`config.mk`:
```
export PLATFORM = sky130hd
export DESIGN_NAME = encoder_move_command_controller_top
export DESIGN_NICKNAME = d
export VERILOG_FILES = /design/src/hw/rtl/emcc_pkg.sv /design/src/hw/rtl/emcc_step.sv /design/src/hw/rtl/encoder_move_command_controller_top.sv
export VERILOG_INCLUDE_DIRS = /design/src /design/src/hw/rtl
export SDC_FILE = /design/constraint.sdc
export NUM_CORES = 1
export LEC_CHECK = 0
export BUFFER_PORTS_ARGS = -buffer_cell sky130_fd_sc_hd__buf_2
export CAP_MARGIN = 20
export CORE_MARGIN = 8
export CORE_UTILIZATION = 35
export DETAILED_ROUTE_END_ITERATION = 12
export PLACE_DENSITY = 0.54
export SYNTH_ARGS = -nofsm -noshare
export SYNTH_HDL_FRONTEND = slang
export SYNTH_SLANG_ARGS = --single-unit
export TNS_END_PERCENT = 10
```
`constraint.sdc`:
```
create_clock -name clk -period 13.43 [get_ports clk]
set_clock_uncertainty 0.2 [all_clocks]
set_input_delay 1.343 -clock clk [delete_from_list [all_inputs] [get_ports clk]]
set_output_delay 1.343 -clock clk [all_outputs]
set_load 0.02 [all_outputs]
```
`src/hw/rtl/encoder_move_command_controller_top_macros.svh`:
```
// ============================================================================
// Encoder move command controller assertion macros
// Concurrent property wrappers, clocked on clk and disabled in reset.
// ============================================================================
`ifndef ENCODER_MOVE_COMMAND_CONTROLLER_TOP_MACROS_SVH
`define ENCODER_MOVE_COMMAND_CONTROLLER_TOP_MACROS_SVH

`ifndef SYNTH

// same-cycle implication
`define EMCC_ASSERT_IMP(lbl, ante, cons, msg) \
    lbl: assert property (@(posedge clk) disable iff (!rst_n) (ante) |-> (cons)) \
        else $error(msg);

// next-cycle implication
`define EMCC_ASSERT_NXT(lbl, ante, cons, msg) \
    lbl: assert property (@(posedge clk) disable iff (!rst_n) (ante) |=> (cons)) \
        else $error(msg);

`else

`define EMCC_ASSERT_IMP(lbl, ante, cons, msg)

`define EMCC_ASSERT_NXT(lbl, ante, cons, msg)

`endif

`endif

```
`src/hw/rtl/emcc_pkg.sv`:
```
// ============================================================================
// Encoder move command controller package
// Shared types and codes for the frame parser and move control.
// ============================================================================
`default_nettype none

package emcc_pkg;

    localparam int FRAME_W   = 7;
    localparam int VALUE_W   = 16;
    localparam int DIR_W     = 4;
    localparam int CFG_IDX_W = 2;

    // configuration register indexes
    localparam logic [CFG_IDX_W-1:0] REG_MM_FACTOR  = 2'd0;
    localparam logic [CFG_IDX_W-1:0] REG_DEG_FACTOR = 2'd1;

    localparam logic [15:0] MM_FACTOR_RESET  = 16'd12277;
    localparam logic [15:0] DEG_FACTOR_RESET = 16'd16023;

    // request kinds
    localparam logic [1:0] CMD_BYTE  = 2'd0;
    localparam logic [1:0] CMD_LEFT  = 2'd1;
    localparam logic [1:0] CMD_RIGHT = 2'd2;

    // move modes
    localparam logic [1:0] MODE_IDLE   = 2'd0;
    localparam logic [1:0] MODE_LINEAR = 2'd1;
    localparam logic [1:0] MODE_TURN   = 2'd2;

    // frame bytes
    localparam logic [7:0] BYTE_TERM  = 8'h28;
    localparam logic [7:0] BYTE_ZERO  = 8'h30;
    localparam logic [7:0] BYTE_NINE  = 8'h39;
    localparam logic [7:0] CHAR_FWD   = 8'h31;
    localparam logic [7:0] CHAR_BACK  = 8'h32;
    localparam logic [7:0] CHAR_LEFT  = 8'h33;
    localparam logic [7:0] CHAR_RIGHT = 8'h34;
    localparam logic [7:0] CHAR_SL_A  = 8'h35;
    localparam logic [7:0] CHAR_SL_B  = 8'h36;
    localparam logic [7:0] CHAR_SL_C  = 8'h37;
    localparam logic [7:0] CHAR_SL_D  = 8'h38;
    localparam logic [7:0] CHAR_STOP  = 8'h39;

    // motor direction nibbles
    localparam logic [DIR_W-1:0] DIR_STOP  = 4'h0;
    localparam logic [DIR_W-1:0] DIR_FWD   = 4'h6;
    localparam logic [DIR_W-1:0] DIR_BACK  = 4'h9;
    localparam logic [DIR_W-1:0] DIR_LEFT  = 4'h5;
    localparam logic [DIR_W-1:0] DIR_RIGHT = 4'hA;
    localparam logic [DIR_W-1:0] DIR_SL_A  = 4'h4;
    localparam logic [DIR_W-1:0] DIR_SL_B  = 4'h2;
    localparam logic [DIR_W-1:0] DIR_SL_C  = 4'h1;
    localparam logic [DIR_W-1:0] DIR_SL_D  = 4'h8;

    typedef struct packed {
        logic [FRAME_W-1:0] frame_len;
        logic [7:0]         command_char;
        logic [VALUE_W-1:0] value_accum;
        logic               digits_ended;
        logic [1:0]         move_mode;
        logic [VALUE_W-1:0] target;
        logic [VALUE_W-1:0] left_ticks;
        logic [VALUE_W-1:0] right_ticks;
        logic [DIR_W-1:0]   dir;
    } state_t;

    typedef struct packed {
        logic [DIR_W-1:0]   motor_dir;
        logic               moving;
        logic               move_done;
        logic [VALUE_W-1:0] target_count;
    } result_t;

endpackage

`default_nettype wire

```
`src/hw/rtl/emcc_step.sv`:
```
// ============================================================================
// Encoder move command step logic
// Next state and result for one request: frame parse, decode, tick stop.
// ============================================================================
`default_nettype none

module emcc_step #(
    parameter int MAX_FRAME = 99
) (
    input  wire emcc_pkg::state_t  st,
    input  wire logic [1:0]        cmd,
    input  wire logic [7:0]        rx_byte,
    input  wire logic [15:0]       mm_factor,
    input  wire logic [15:0]       deg_factor,
    output      emcc_pkg::state_t  st_next,
    output      emcc_pkg::result_t res
);

    localparam logic [emcc_pkg::FRAME_W-1:0] FRAME_MAX =
        emcc_pkg::FRAME_W'(MAX_FRAME);
    localparam logic [emcc_pkg::VALUE_W-1:0] CNT_MAX = '1;

    logic                          is_digit;
    logic [19:0]                   acc_ext;
    logic [7:0]                    cmd_eff;
    logic                          is_linear;
    logic                          is_soft;
    logic [emcc_pkg::VALUE_W-1:0]  mul_a;
    logic [15:0]                   mul_b;
    logic [31:0]                   product;
    logic [emcc_pkg::VALUE_W-1:0]  scaled;
    logic                          hit;
    logic                          done;

    assign is_digit = (rx_byte >= emcc_pkg::BYTE_ZERO) && (rx_byte <= emcc_pkg::BYTE_NINE);
    assign acc_ext  = {4'd0, st.value_accum} * 20'd10 + {12'd0, rx_byte - emcc_pkg::BYTE_ZERO};

    assign cmd_eff   = (st.frame_len == '0) ? rx_byte : st.command_char;
    assign is_linear = (cmd_eff == emcc_pkg::CHAR_FWD) || (cmd_eff == emcc_pkg::CHAR_BACK);
    assign is_soft   = (cmd_eff == emcc_pkg::CHAR_SL_A) || (cmd_eff == emcc_pkg::CHAR_SL_B)
                    || (cmd_eff == emcc_pkg::CHAR_SL_C) || (cmd_eff == emcc_pkg::CHAR_SL_D);
    assign mul_a     = is_soft ? {st.value_accum[emcc_pkg::VALUE_W-2:0], 1'b0} : st.value_accum;
    assign mul_b     = is_linear ? mm_factor : deg_factor;
    assign product   = {16'd0, mul_a} * {16'd0, mul_b};
    assign scaled    = product[31:16];

    always_comb
    begin
        st_next = st;
        hit     = 1'b0;
        done    = 1'b0;
        case (cmd)
            emcc_pkg::CMD_BYTE:
            begin
                if (st.move_mode == emcc_pkg::MODE_IDLE)
                begin
                    if (st.frame_len == '0)
                    begin
                        st_next.command_char = rx_byte;
                        st_next.frame_len    = emcc_pkg::FRAME_W'(1);
                    end
                    else if (st.frame_len < FRAME_MAX)
                    begin
                        st_next.frame_len = st.frame_len + emcc_pkg::FRAME_W'(1);
                        if (!st.digits_ended)
                        begin
                            if (is_digit)
                                st_next.value_accum = (acc_ext > 20'hFFFF) ? CNT_MAX
                                                                           : acc_ext[15:0];
                            else
                                st_next.digits_ended = 1'b1;
                        end
                    end
                    if (rx_byte == emcc_pkg::BYTE_TERM)
                    begin
                        st_next.frame_len    = '0;
                        st_next.command_char = '0;
                        st_next.value_accum  = '0;
                        st_next.digits_ended = 1'b0;
                        case (cmd_eff)
                            emcc_pkg::CHAR_FWD, emcc_pkg::CHAR_BACK:
                            begin
                                st_next.dir = (cmd_eff == emcc_pkg::CHAR_FWD)
                                              ? emcc_pkg::DIR_FWD : emcc_pkg::DIR_BACK;
                                st_next.target      = scaled;
                                st_next.right_ticks = '0;
                                st_next.move_mode   = emcc_pkg::MODE_LINEAR;
                            end
                            emcc_pkg::CHAR_LEFT, emcc_pkg::CHAR_RIGHT,
                            emcc_pkg::CHAR_SL_A, emcc_pkg::CHAR_SL_B,
                            emcc_pkg::CHAR_SL_C, emcc_pkg::CHAR_SL_D:
                            begin
                                case (cmd_eff)
                                    emcc_pkg::CHAR_LEFT:  st_next.dir = emcc_pkg::DIR_LEFT;
                                    emcc_pkg::CHAR_RIGHT: st_next.dir = emcc_pkg::DIR_RIGHT;
                                    emcc_pkg::CHAR_SL_A:  st_next.dir = emcc_pkg::DIR_SL_A;
                                    emcc_pkg::CHAR_SL_B:  st_next.dir = emcc_pkg::DIR_SL_B;
                                    emcc_pkg::CHAR_SL_C:  st_next.dir = emcc_pkg::DIR_SL_C;
                                    default:              st_next.dir = emcc_pkg::DIR_SL_D;
                                endcase
                                st_next.target      = scaled;
                                st_next.left_ticks  = '0;
                                st_next.right_ticks = '0;
                                st_next.move_mode   = emcc_pkg::MODE_TURN;
                                // zero target: stop at once
                                if (scaled == '0)
                                begin
                                    st_next.dir       = emcc_pkg::DIR_STOP;
                                    st_next.move_mode = emcc_pkg::MODE_IDLE;
                                    done              = 1'b1;
                                end
                            end
                            emcc_pkg::CHAR_STOP:
                            begin
                                st_next.dir = emcc_pkg::DIR_STOP;
                            end
                            default:
                            begin
                            end
                        endcase
                    end
                end
            end
            emcc_pkg::CMD_LEFT, emcc_pkg::CMD_RIGHT:
            begin
                if (cmd == emcc_pkg::CMD_LEFT)
                begin
                    if (st.left_ticks != CNT_MAX)
                        st_next.left_ticks = st.left_ticks + emcc_pkg::VALUE_W'(1);
                end
                else
                begin
                    if (st.right_ticks != CNT_MAX)
                        st_next.right_ticks = st.right_ticks + emcc_pkg::VALUE_W'(1);
                end
                if (st.move_mode == emcc_pkg::MODE_LINEAR)
                    hit = st_next.right_ticks > st.target;
                else if (st.move_mode == emcc_pkg::MODE_TURN)
                    hit = (st_next.right_ticks >= st.target) || (st_next.left_ticks >= st.target);
                if (hit)
                begin
                    st_next.dir       = emcc_pkg::DIR_STOP;
                    st_next.move_mode = emcc_pkg::MODE_IDLE;
                    done              = 1'b1;
                end
            end
            default:
            begin
            end
        endcase
    end

    assign res.motor_dir    = st_next.dir;
    assign res.moving       = (st_next.move_mode != emcc_pkg::MODE_IDLE);
    assign res.move_done    = done;
    assign res.target_count = st_next.target;

endmodule

`default_nettype wire

```
`src/hw/rtl/encoder_move_command_controller_top.sv`:
```
// ============================================================================
// Encoder move command controller
// Requests are held in the input register, their results in the result register.
// One request per cycle while the output is not stalled; the input and result
// registers part the channels; the state updates in one pass of the step logic.
// Reset clears frame, move and tick state and loads the factor registers.
// ============================================================================
`default_nettype none
`include "encoder_move_command_controller_top_macros.svh"

module encoder_move_command_controller_top #(
    parameter int MAX_FRAME = 99
) (
    input  wire logic                           clk,
    input  wire logic                           rst_n,
    input  wire logic                           in_valid,
    output      logic                           in_ready,
    input  wire logic [1:0]                     cmd,
    input  wire logic [7:0]                     rx_byte,
    output      logic                           out_valid,
    input  wire logic                           out_ready,
    output      logic [emcc_pkg::DIR_W-1:0]     motor_dir,
    output      logic                           moving,
    output      logic                           move_done,
    output      logic [emcc_pkg::VALUE_W-1:0]   target_count,
    input  wire logic                           cfg_valid,
    output      logic                           cfg_ready,
    input  wire logic [emcc_pkg::CFG_IDX_W-1:0] cfg_index,
    input  wire logic [15:0]                    cfg_data
);

    logic              in_valid_reg;
    logic [1:0]        cmd_reg;
    logic [7:0]        byte_reg;
    logic              out_valid_reg;
    emcc_pkg::result_t res_reg;
    emcc_pkg::result_t res_next;
    emcc_pkg::state_t  state_reg;
    emcc_pkg::state_t  state_next;
    logic [15:0]       mm_factor_reg;
    logic [15:0]       deg_factor_reg;
    logic              advance;

    assign advance   = in_valid_reg && (!out_valid_reg || out_ready);
    assign in_ready  = !in_valid_reg || advance;
    assign cfg_ready = 1'b1;

    emcc_step #(
        .MAX_FRAME (MAX_FRAME)
    ) u_step (
        .st         (state_reg),
        .cmd        (cmd_reg),
        .rx_byte    (byte_reg),
        .mm_factor  (mm_factor_reg),
        .deg_factor (deg_factor_reg),
        .st_next    (state_next),
        .res        (res_next)
    );

    // hold the accepted request
    always_ff @(posedge clk or negedge rst_n)
    begin
        if (!rst_n)
        begin
            in_valid_reg <= 1'b0;
        end
        else if (in_ready)
        begin
            in_valid_reg <= in_valid;
        end
    end

    always_ff @(posedge clk)
    begin
        if (in_valid && in_ready)
        begin
            cmd_reg  <= cmd;
            byte_reg <= rx_byte;
        end
    end

    // advance state and result
    always_ff @(posedge clk or negedge rst_n)
    begin
        if (!rst_n)
        begin
            state_reg     <= '0;
            out_valid_reg <= 1'b0;
        end
        else
        begin
            if (advance)
            begin
                state_reg <= state_next;
            end
            if (advance)
            begin
                out_valid_reg <= 1'b1;
            end
            else if (out_ready)
            begin
                out_valid_reg <= 1'b0;
            end
        end
    end

    always_ff @(posedge clk)
    begin
        if (advance)
        begin
            res_reg <= res_next;
        end
    end

    always_ff @(posedge clk or negedge rst_n)
    begin
        if (!rst_n)
        begin
            mm_factor_reg  <= emcc_pkg::MM_FACTOR_RESET;
            deg_factor_reg <= emcc_pkg::DEG_FACTOR_RESET;
        end
        else if (cfg_valid && cfg_ready)
        begin
            if (cfg_index == emcc_pkg::REG_MM_FACTOR)
                mm_factor_reg <= cfg_data;
            else if (cfg_index == emcc_pkg::REG_DEG_FACTOR)
                deg_factor_reg <= cfg_data;
        end
    end

    assign out_valid    = out_valid_reg;
    assign motor_dir    = res_reg.motor_dir;
    assign moving       = res_reg.moving;
    assign move_done    = res_reg.move_done;
    assign target_count = res_reg.target_count;

    `EMCC_ASSERT_IMP(a_done_stopped, out_valid && move_done, !moving && (motor_dir == emcc_pkg::DIR_STOP), "finished move still driving")
    `EMCC_ASSERT_IMP(a_moving_dir, state_reg.move_mode != emcc_pkg::MODE_IDLE, state_reg.dir != emcc_pkg::DIR_STOP, "move in progress with motors stopped")
    `EMCC_ASSERT_NXT(a_drop_bytes, advance && (cmd_reg == emcc_pkg::CMD_BYTE) && (state_reg.move_mode != emcc_pkg::MODE_IDLE), $stable(state_reg), "byte changed state while moving")
    `EMCC_ASSERT_NXT(a_target_hold, !advance, $stable(state_reg.target), "target changed without a request")

endmodule

`default_nettype wire
```
# == After elaboration in Yosys (flattened, before gate mapping) ==
# Cells that the tools add are included.
# word_totals
rom_bits,0
register_bits,152
latch_bits,0
mem_bits_rw,0
n_memories,0
output_inout_bits,25
# classes
shifts,0
reduce_logical,35
n_div,0
magnitude_cmp,7
addsub,5
n_bitwise,1
mul,2
n_eq_ne,23
mux,43
# ops
op,count
$mux W16,13
$mux W86,1
$eq A8 B6 Y1 const B,10
$pmux W36 S2,1
$mux W54,1
$mux W17,3
$pmux W18 S2,1
$add A16 B1 Y16 const B,2
$ge A16 B16 Y1,2
$mul A16 B16 Y32,1
$ne A16 B16 Y1 const B,2
$add A20 B8 Y20,1
$gt A20 B16 Y1 const B,1
$pmux W4 S5,1
$mul A16 B3 Y19 const B,1
$gt A16 B16 Y1,1
$logic_not A16 Y1,1
$reduce_and A5 Y1,3
$mux W7,2
$mux W4,3
$pmux W4 S3,1
$mux W1,11
$reduce_bool A2 Y1,5
$ge A8 B6 Y1 const B,1
other kinds (26),47

# == Logic depth before layout (Yosys ltp) ==
# Gate-level depths: netlist (run 1).
# logic_depth
ltp_word,15
mapped_depth,35
ltp_nobuf,32

# == Modules after synthesis ==
# From an unflattened synthesis (run 1), not the netlist that was laid out.
# hier_totals
cells_unflattened,2027
hier_area_um2,19105.8
# by_module_without_submodules
mod,seq_area_each_um2,cells_each,instances,area_each_um2
emcc_step,0.0,1735,1,13611.8
encoder_move_command_controller_top,3990.1,292,1,5494.0

# == Worst setup path before layout (run 1) ==
# OpenSTA, ideal clock, no wires.
# synth_path
kind,register to register
start,register byte_reg[0]
end,register res_reg (netlist bit motor_dir[1]) (data pin)
t_arrival_ns,8.783
path_stages_with_launch,31
synth_period_minus_slack_ns,9.250
required_time_ns,12.963
n_path_buf,2
setup_slack_ns,4.180
cell_sequence,edfxtp_1 nor4b_1 o21bai_1 mux2i_1 nor2_1 clkbuf_1 buf_1 mux2_2 nand2_1 fa_1 fa_1 inv_1 fa_1 inv_1 fa_1 fa_1 fa_1 inv_1 ha_1 nand2_1 nor2_1 o2111a_1 nand2_1 or4_1 a31oi_1 nor3_1 or4_1 nor4b_2 a21oi_1 o31ai_2 a22oi_1
# synth_lines
item,line,rtl
"start, declared",encoder_move_command_controller_top.sv:34,logic [7:0] byte_reg;
"start signal, assigned",encoder_move_command_controller_top.sv:78,byte_reg <= rx_byte;
"end signal, assigned",encoder_move_command_controller_top.sv:111,res_reg <= res_next;
"end, declared",encoder_move_command_controller_top.sv:36,emcc_pkg::result_t res_reg;

==> results of run 1 <==
==> path summary, 6_finish.rpt <==
path                                                start                           end  depth (start not counted)  slack, ns
worst min-delay path             in_valid_reg$_DFFE_PN0N_         out_valid$_DFFE_PN0P_                          1       0.29
max in group asynchronous                           rst_n     state_reg[62]$_DFFE_PN0P_                          3      10.83
worst max register to register  state_reg[83]$_DFFE_PN0P_        motor_dir[1]$_DFFE_PP_                         30       3.02
worst min register to register   in_valid_reg$_DFFE_PN0N_         out_valid$_DFFE_PN0P_                          1       0.29
worst max-delay path            state_reg[83]$_DFFE_PN0P_        motor_dir[1]$_DFFE_PP_                         30       3.02
min in group asynchronous                           rst_n  mm_factor_reg[1]$_DFFE_PN0P_                          1       0.62
==> layout make-up <==
class                      count  area, um^2  area share
sequential                   152        3990       0.202
inverter                     242         908      0.0460
tap                          680         851      0.0431
clock inverter                13         193     0.00976
timing repair buffer          78         448      0.0227
clock buffer                  19         443      0.0224
multi-input combinational   1508       12900       0.654
==> synthesized netlist by cell type, types with 29 or more instances <==
cell type  number
a21o_1         29
dfrtp_1        99
mux2i_1        39
nand2_1       282
edfxtp_1       32
fa_1          195
inv_1         242
xnor2_1        44
a21oi_1        56
o21ai_0        94
mux2_2         78
clkbuf_1       50
ha_1          177
nor2_1        186
nand3_1        36
==> worst max-delay path, delay by kind of cell, from the launching register on <==
| kind | cells | cell delay (ns) |
|---|---|---|
| buffers and inverters | 5 | 0.63 |
| AND/OR/NAND/NOR | 7 | 2.15 |
| flip-flops | 1 | 0.42 |
| adder cells (fa/ha/maj) | 7 | 3.38 |
| multiplexers | 2 | 1.36 |
| AO/OA/AOI/OAI | 8 | 1.80 |
| XOR/XNOR | 1 | 0.20 |
==> cells in the final DEF, fill, tap and decap left out, drive strengths merged, types with 12 or more instances in the layout <==
cell / synthesis / routed
nand2: 282 / 282
inv: 242 / 245
fa: 195 / 195
nor2: 186 / 186
ha: 177 / 177
dfrtp: 99 / 99
o21ai: 96 / 96
mux2: 79 / 79
buf: 6 / 78
a21oi: 56 / 56
xnor2: 44 / 44
mux2i: 40 / 40
nand3: 37 / 37
edfxtp: 32 / 32
a21o: 29 / 29
xor2: 21 / 21
dfstp: 21 / 21
clkbuf: 50 / 19
nand4: 18 / 18
a221o: 18 / 18
and3: 17 / 17
o31ai: 15 / 15
nor3: 14 / 14
and2: 13 / 13
nor2b: 12 / 12
o21a: 12 / 12
a31oi: 12 / 12
nor4: 12 / 12
==> power groups by stage <==
| stage | registers [uW] | logic [uW] | clock network [uW] |
|---|---|---|---|
| floorplan | 597 | 461 | 0 |
| global placement | 603 | 671 | 0 |
| detailed placement | 605 | 679 | 0 |
| CTS | 597 | 685 | 555 |
| global route | 606 | 758 | 569 |
| finish | 597 | 682 | 535 |
==> stage by stage <==
stage	util	setup WS [ns]
detailed placement	0.374	3.08
global placement	0.373	3.06
finish	0.386	3.02
global route	0.386	2.44
floorplan	-	4.18
CTS	0.386	3.08
==> cells by family (layout without fill, tap and decap cells) <==
family | Yosys count | count (layout) | synth area share
AND/OR/NAND/NOR | 635 | 635 | 0.156
XOR/XNOR | 65 | 65 | 0.0316
multiplexers | 119 | 119 | 0.0723
adder cells (fa/ha/maj) | 372 | 372 | 0.340
other | 1 | 1 | 0.000208
buffers and inverters | 298 | 352 | 0.0624
flip-flops | 152 | 152 | 0.222
AO/OA/AOI/OAI | 316 | 316 | 0.116
==> per-layer routing <==
layer  global-route usage  wire, um  vias to the layer above
met5                    0         0                        -
met4               0.0682      1590                        0
met3               0.0302      1900                       87
met2                0.295     24400                      299
met1                0.226     22900                     7049
li1                     -         -                     6684
==> metrics.yaml, run 1 <==
outcome: "finished clean"
worstPathMaxFanout: 31
yosys.area.top_type_share: 0.217
die_w_um: 243
ys_seq_area_frac: 0.222
grtUsageTotal: 0.177
finalCriticalPeriod_ns: 10.41
root_buffer: "clkbuf_16"
htree_levels: 4
routabilityCongestion: 0.933
arrival_ns: 10.43
synth_nets: 2363
dr.pass1.iters: 5
pin_count: 58
cp_slowest_stage_delay_ns: 0.91
power.total_uw: 1810
grt_max_degree: 51
synth_cells: 1958
cts_hold_buffers: 0
cts_tree: "built"
core_area_um2: 51100
drive_gt1_frac: 0.113
syn_to_final_growth_pct: 9.63
max_freq_mhz: 96.1
worst_pin_slew_ns: 1.18
ys_ff_latch: 152
synth_edf_count: 32
worstPathRequired_ns: 13.45
tns_ns: 0
antenna_cells: 0
rsz0062_at_grt: "no"
final-hold-violation-count: 0
internal_power_uw: 1110
rows: 83
slowest_stage: "mux2i_1"
hold_ws_ns: 0.292
grt_pass1_wl_um: 83000
grt_pass1_vias: 14811
power.density_nw_per_um2: 91.9
final_area_um2: 19700
setup_viol: 0
combPwrFrac: 0.376
cts.sinks: 152
drt_iter0_drc: 726
routed_wl_um: 50800
synth.area.top_cells: "fa_1 22%, dfrtp_1 14%, ha_1 12%"
vias: 14119
hpwl_um: 41400
final_net_count: 2404
start_util: 0.353
synth_area_um2: 18000
cts_buffer_depth: 2
relSlewSlack: 0.204
ys.flop_type: "dfrtp_1"
portBuffers: 56
worstHoldPathType: "reg2reg"
numCtsBuffers: 17
die_h_um: 243
yosysTopAreaCell: "fa_1"
period_share: 0.775
antenna_found_initial: 0
p_clk_frac: 0.295
via_per_inst: 5.24
power_switching_uw: 707
post_drt_wl_per_cell_um: 18.9
placed_cells: 2659
overflow: 0
dieArea_um2: 59000
drt_drc_violations_left: 0
switching_share: 0.390
p_seq_frac: 0.329
worstSetupPathType: "reg2reg"
worstSetupEndpointType: "register"
clk_latency_ns: 0.48
timing.critical_path.mode_cell: "fa_1"
drtAntennaViolNets: 0
syn_avg_cell_area_um2: 9.20
n_fill_cell: 5179
start_kind: "register"
placed_area_um2: 19100
ir_drop_mv: 0.116
post_cts_resized: 0
largest_reg_flops: 86
yosysWarnings: 0
final_max_slew_viol_count: 0
ys_async_sr_fraction: 0.789
post_cts_buffers: 0
p_leak_uw: 0.00898
stdcell_count: 2692
cap_violations: 0
synth.distinct_cells: 75
clkTransAtPathRegs_ns: 0.07
No activity file was read; power rests on OpenSTA's default activity.
==> run 2: changes to the inputs <==
--- a/config.mk
+++ b/config.mk
@@ -11,7 +11,7 @@
 export CORE_MARGIN = 8
 export CORE_UTILIZATION = 35
 export DETAILED_ROUTE_END_ITERATION = 12
-export PLACE_DENSITY = 0.54
+export PLACE_DENSITY = 0.56
 export SYNTH_ARGS = -nofsm -noshare
 export SYNTH_HDL_FRONTEND = slang
 export SYNTH_SLANG_ARGS = --single-unit
==> constraint.sdc (replaced) <==
create_clock -name clk -period 8.9 [get_ports clk]
set_clock_uncertainty 0.2 [all_clocks]
set_input_delay 0.89 -clock clk [delete_from_list [all_inputs] [get_ports clk]]
set_output_delay 0.89 -clock clk [all_outputs]
set_load 0.02 [all_outputs]
==> metrics.yaml, run 2 (synthesis gave the netlist of run 1 again) <==
place_ws_ns: -0.159  # was 3.08 ns
cap_violations: 0  # unchanged
core_area_um2: 51100  # unchanged
wl_met3_um: 2730  # was 1900 um
rows: 83  # unchanged
highest_layer: "met4"  # unchanged
cts_tree: "built"  # unchanged
routed_wl_um: 52100  # was 50800 um
hold_ws_ns: 0.123  # was 0.292 ns
arrival_ns: 8.80  # was 10.43 ns
final_max_slew_viol_count: 0  # unchanged
max_freq_mhz: 114  # was 96.1 MHz
final-hold-violation-count: 0  # unchanged
clkTransAtPathRegs_ns: 0.08  # was 0.07 ns
p_leak_uw: 0.00982  # was 0.00898 uW
met2_length_um: 24600  # was 24400 um
via_per_inst: 5.22  # was 5.24
power.density_nw_per_um2: 137  # was 91.9 nW/um^2
routabilityCongestion: 0.940  # was 0.933
grt_pass1_wl_um: 85000  # was 83000 um
worstSetupPathType: "reg2reg"  # unchanged
cts.sinks: 152  # unchanged
slowest_stage: "fa_2"  # was mux2i_1
setup_viol: 0  # unchanged
antenna_cells: 0  # unchanged
worstHoldPathType: "in2async"  # was reg2reg
drt-met1-wl_um: 22300  # was 22900 um
die_w_um: 243  # unchanged
cts_hold_buffers: 0  # unchanged
antenna_found_initial: 0  # unchanged
outcome: "finished clean"  # unchanged
placed_cells: 2757  # was 2659
start_util: 0.353  # unchanged
drt_drc_violations_left: 0  # unchanged
grt_pass1_vias: 15428  # was 14811
grtUsageTotal: 0.180  # was 0.177
ir_drop_mv: 0.142  # was 0.116 mV
clk_latency_ns: 0.49  # was 0.48 ns
layout_common_cells: "280 x nand2_1, 238 x inv_1, 184 x fa_1"  # was 282 x nand2_1, 241 x inv_1, 195 x fa_1
hpwl_um: 41800  # was 41400 um
drt_iter0_drc: 879  # was 726
period_share: 0.982  # was 0.775
relSlewSlack: 0.306  # was 0.204
final_common_cell: "nand2_1"  # unchanged
timing.critical_path.mode_cell: "fa_1"  # unchanged
dr.pass1.iters: 5  # unchanged
cp_slowest_stage_delay_ns: 0.62  # was 0.91 ns
root_buffer: "clkbuf_16"  # unchanged
numCtsBuffers: 17  # unchanged
rsz0062_at_grt: "yes"  # was no
final_net_count: 2548  # was 2404
syn_to_final_growth_pct: 19.0  # was 9.63%
htree_levels: 4  # unchanged
pin_count: 58  # unchanged
worst_pin_slew_ns: 1.01  # was 1.18 ns
cts_buffer_depth: 2  # unchanged
dieArea_um2: 59000  # unchanged
worstPathRequired_ns: 8.95  # was 13.45 ns
tns_ns: 0  # unchanged
finalCriticalPeriod_ns: 8.74  # was 10.41 ns
post_drt_wl_per_cell_um: 18.4  # was 18.9 um
drive_gt1_frac: 0.200  # was 0.113
worstPathMaxFanout: 9  # was 31
finalWorstSetupSlack_ns: 0.158  # was 3.02 ns
stdcell_count: 2836  # was 2692
die_h_um: 243  # unchanged
largest_reg_flops: 86  # unchanged
portBuffers: 56  # unchanged
drtAntennaViolNets: 0  # unchanged
start_kind: "register"  # unchanged
grt_max_degree: 54  # was 51
vias: 14800  # was 14119
overflow: 0  # unchanged
worstSetupEndpointType: "register"  # unchanged
-- run 2: critical path, delay by kind of cell, from the launching register on --
family	cells	cell delay, ns
AOI/OAI and AO/OA	8	1.45
xor gates and xnor gates	1	0.35
adders and majority gates	7	3.47
buffers and inverters	7	1.02
DFF	1	0.38
muxes	2	0.61
and+or+nand+nor	5	1.03
-- run 2: worst paths after layout --
| kind | startpoint | to | slack (ns) | cells after the start |
|---|---|---|---|---|
| max | state_reg[71]$_DFFE_PN0P_ | motor_dir[0]$_DFFE_PP_ | 0.16 | 30 |
| min reg2reg | state_reg[2]$_DFFE_PN0P_ | state_reg[2]$_DFFE_PN0P_ | 0.30 | 1 |
| max in group asynchronous | rst_n | state_reg[60]$_DFFE_PN0P_ | 7.30 | 2 |
| max reg2reg | state_reg[71]$_DFFE_PN0P_ | motor_dir[0]$_DFFE_PP_ | 0.16 | 30 |
| min | rst_n | state_reg[48]$_DFFE_PN0P_ | 0.12 | 1 |
| min in group clk | state_reg[2]$_DFFE_PN0P_ | state_reg[2]$_DFFE_PN0P_ | 0.30 | 1 |
-- run 2: cell type report --
cell class,instances,area (um^2)
sequential,152,3990
fill,5084,29700
clock buffer,23,479
inverter,242,908
timing repair buffer,222,1720
tap,680,851
clock inverter,9,92.6
multi-input combinational,1508,13400
-- run 2: metrics by stage --
stage | power [uW] | cell area [um^2] | utilization
3_5_place_dp | 2050 | 19900 | 0.390
6_report | 2930 | 21400 | 0.419
2_1_floorplan | 1600 | 18000 | -
4_1_cts | 2880 | 21000 | 0.412
3_3_place_gp | 2030 | 19900 | 0.390
5_1_grt | 3120 | 21400 | 0.419
-- run 2: routing by layer --
metal,up-vias,global-route usage
met2,369,0.292
met3,96,0.0381
li1,6976,-
met5,-,0
met1,7359,0.227
met4,0,0.0894
-- run 2: report_power, final --
| group | total [uW] | switching (uW) | internal [uW] |
|---|---|---|---|
| Sequential | 898 | 77.9 | 821 |
| Clock | 728 | 318 | 410 |
| Combinational | 1310 | 743 | 562 |
-- run 2: what timing repair did --
action,CTS,global route
resized for setup,47,57
pin swaps,22,41
endpoints found under the setup margin,9,11
cloned,3,0
setup buffers,30,14
==> run 3: changes to the inputs <==
--- a/config.mk
+++ b/config.mk
@@ -9,9 +9,9 @@
 export BUFFER_PORTS_ARGS = -buffer_cell sky130_fd_sc_hd__buf_2
 export CAP_MARGIN = 20
 export CORE_MARGIN = 8
-export CORE_UTILIZATION = 35
+export CORE_UTILIZATION = 50
 export DETAILED_ROUTE_END_ITERATION = 12
-export PLACE_DENSITY = 0.56
+export PLACE_DENSITY = 0.73
 export SYNTH_ARGS = -nofsm -noshare
 export SYNTH_HDL_FRONTEND = slang
 export SYNTH_SLANG_ARGS = --single-unit
==> metrics.yaml, run 3 (synthesis gave the netlist of run 1 again) <==
final-hold-violation-count: 0  # unchanged
routed_wl_um: 52100  # about the same
p_clk_frac: 0.261  # was 0.248
rsz0062_at_grt: "yes"  # unchanged
hpwl_um: 41400  # was 41800 um
grt_max_degree: 76  # was 54
final_max_slew_viol_count: 0  # unchanged
power_switching_uw: 1190  # was 1140 uW
core_area_um2: 35600  # was 51100 um^2
antenna_found_initial: 1  # was 0
met3_usage: 0.0446  # was 0.0381
numCtsBuffers: 17  # unchanged
stdcell_count: 2629  # was 2836
layout_common_cells: "282 x nand2_1, 239 x inv_1, 188 x fa_1"  # was 280 x nand2_1, 238 x inv_1, 184 x fa_1
cap_violations: 0  # unchanged
crit_start: "state_reg[82]$_DFFE_PN0P_"  # was state_reg[71]$_DFFE_PN0P_
critPathCapture: "motor_dir[1]$_DFFE_PP_"  # was motor_dir[0]$_DFFE_PP_
overflow: 0  # unchanged
worstPathRequired_ns: 8.89  # was 8.95 ns
max_freq_mhz: 114  # about the same
via_per_inst: 5.76  # was 5.22
place_ws_ns: -0.232  # was -0.159 ns
slowest_stage: "fa_1"  # was fa_2
final_net_count: 2560  # was 2548
period_share: 0.990  # was 0.982
drtAntennaViolNets: 0  # unchanged
vias: 15149  # was 14800
worst_r2r_path_depth: 30  # unchanged
critPathBufInv: 7  # unchanged
relSlewSlack: 0.408  # was 0.306
combPwrFrac: 0.438  # was 0.445
post_drt_wl_per_cell_um: 19.8  # was 18.4 um
arrival_ns: 8.80  # about the same
path_depth: 30  # unchanged
drive_gt1_frac: 0.201  # was 0.200
worstSetupEndpointType: "register"  # unchanged
met2_usage: 0.418  # was 0.292
rows: 69  # was 83
switching_share: 0.402  # was 0.388
ir_drop_mv: 0.148  # was 0.142 mV
multiInputGateArea_um2: 13400  # about the same
root_buffer: "clkbuf_16"  # unchanged
cts_tree: "built"  # unchanged
pin_count: 58  # unchanged
fin_util: 0.597  # was 0.419
die_h_um: 206  # was 243 um
busiest_layer: "met2"  # unchanged
worstSetupPathType: "reg2reg"  # unchanged
worst_pin_slew_ns: 0.884  # was 1.01 ns
clkTransAtPathRegs_ns: 0.08  # about the same
start_util: 0.506  # was 0.353
start_kind: "register"  # unchanged
power.total_uw: 2970  # was 2930 uW
dieArea_um2: 42400  # was 59000 um^2
timing.critical_path.mode_cell: "fa_1"  # unchanged
antenna_cells: 0  # unchanged
crit_family: "adder cells"  # unchanged
placed_cells: 2569  # was 2757
cp_slowest_stage_delay_ns: 0.60  # was 0.62 ns
largest_reg_flops: 86  # unchanged
cts.sinks: 152  # unchanged
htree_levels: 4  # unchanged
power.density_nw_per_um2: 140  # was 137 nW/um^2
p_seq_frac: 0.302  # was 0.306
drt_drc_violations_left: 0  # unchanged
syn_to_final_growth_pct: 17.9  # was 19.0%
internal_power_uw: 1780  # was 1790 uW
portBuffers: 56  # unchanged
grt_use_met1: 0.312  # was 0.227
outcome: "finished clean"  # unchanged
routabilityCongestion: 1.00  # was 0.940
cts_buffer_depth: 2  # unchanged
worstPathMaxFanout: 7  # was 9
r2r_start: "state_reg[82]$_DFFE_PN0P_"  # was state_reg[71]$_DFFE_PN0P_
r2r_end: "motor_dir[1]$_DFFE_PP_"  # was motor_dir[0]$_DFFE_PP_
grt_pass1_wl_um: 83200  # was 85000 um
worstHoldPathType: "in2async"  # unchanged
dr.pass1.iters: 5  # unchanged
ff_latch_area_um2: 3990  # unchanged
drt_iter0_drc: 1054  # was 879
grt_pass1_vias: 15596  # was 15428
clk_latency_ns: 0.46  # was 0.49 ns
n_fill_cell: 3041  # was 5084
grtUsageTotal: 0.251  # was 0.180
final_common_cell: "nand2_1"  # unchanged
p_leak_uw: 0.00991  # was 0.00982 uW
die_w_um: 206  # was 243 um
r2r_slack_ns: 0.09  # was 0.16 ns
setup_viol: 0  # unchanged
finalCriticalPeriod_ns: 8.81  # was 8.74 ns
finalWorstSetupSlack_ns: 0.0917  # was 0.158 ns
[run 3: worst register-to-register path: cells and delay by family (launching register included)]
family	cells	cell delay, ns
AO/OA/AOI/OAI	6	1.29
adder cells (fa/ha/maj)	7	3.35
buffers and inverters	7	1.03
flip-flops	1	0.43
AND/OR/NAND/NOR	8	1.70
multiplexers	2	0.55
[run 3: per-stage QoR]
stage          area, um^2  setup TNS (ns)  hold WS [ns]
5_1_grt             21200           -1.54         0.239
2_1_floorplan       18000               0         0.257
3_5_place_dp        19900           -1.36         0.276
6_report            21200               0         0.215
3_3_place_gp        19900         -0.0625         0.267
4_1_cts             20600         -0.0188         0.298
[run 3: cell type report]
class | count | share of cell area
Multi-Input combinational cell | 1508 | 0.629
Timing Repair Buffer | 234 | 0.0848
Clock buffer | 17 | 0.0200
Inverter | 242 | 0.0428
Clock inverter | 15 | 0.00813
Sequential cell | 152 | 0.188
Tap cell | 461 | 0.0272
[run 3: how the worst min path moves through the flow]
| stage | start | endpoint | slack, ns | cells past startpoint |
|---|---|---|---|---|
| 5_1_grt | rst_n | state_reg[39]$_DFFE_PN0P_ | 0.24 | 1 |
| 3_5_place_dp | in_valid_reg$_DFFE_PN0N_ | out_valid$_DFFE_PN0P_ | 0.28 | 1 |
| 3_3_place_gp | in_valid_reg$_DFFE_PN0N_ | out_valid$_DFFE_PN0P_ | 0.27 | 1 |
| 4_1_cts | in_valid_reg$_DFFE_PN0N_ | out_valid$_DFFE_PN0P_ | 0.30 | 1 |
| 6_report | rst_n | state_reg[39]$_DFFE_PN0P_ | 0.22 | 1 |
| 2_1_floorplan | state_reg[2]$_DFFE_PN0P_ | state_reg[2]$_DFFE_PN0P_ | 0.26 | 1 |
[run 3: power by group through the flow]
| stage | sequential [uW] | combinational [uW] | clock [uW] |
|---|---|---|---|
| 5_1_grt | 906 | 1420 | 809 |
| 6_report | 896 | 1300 | 774 |
| 2_1_floorplan | 901 | 697 | 0 |
| 3_5_place_dp | 898 | 1150 | 0 |
| 4_1_cts | 887 | 1190 | 782 |
| 3_3_place_gp | 895 | 1140 | 0 |
[run 3: layer usage]
metal	wire length, um	part of all wire
met1	21700	0.42
met2	25000	0.48
met3	2920	0.056
met4	2510	0.048
met5	0	0
[run 3: what timing repair did]
action | CTS | global route
hold buffers | 0 | 0
pin swaps | 3 | 47
endpoints found under the setup margin | 11 | 11
buffers inserted | 4 | 18
gates cloned | 1 | 4
resized for setup | 15 | 78
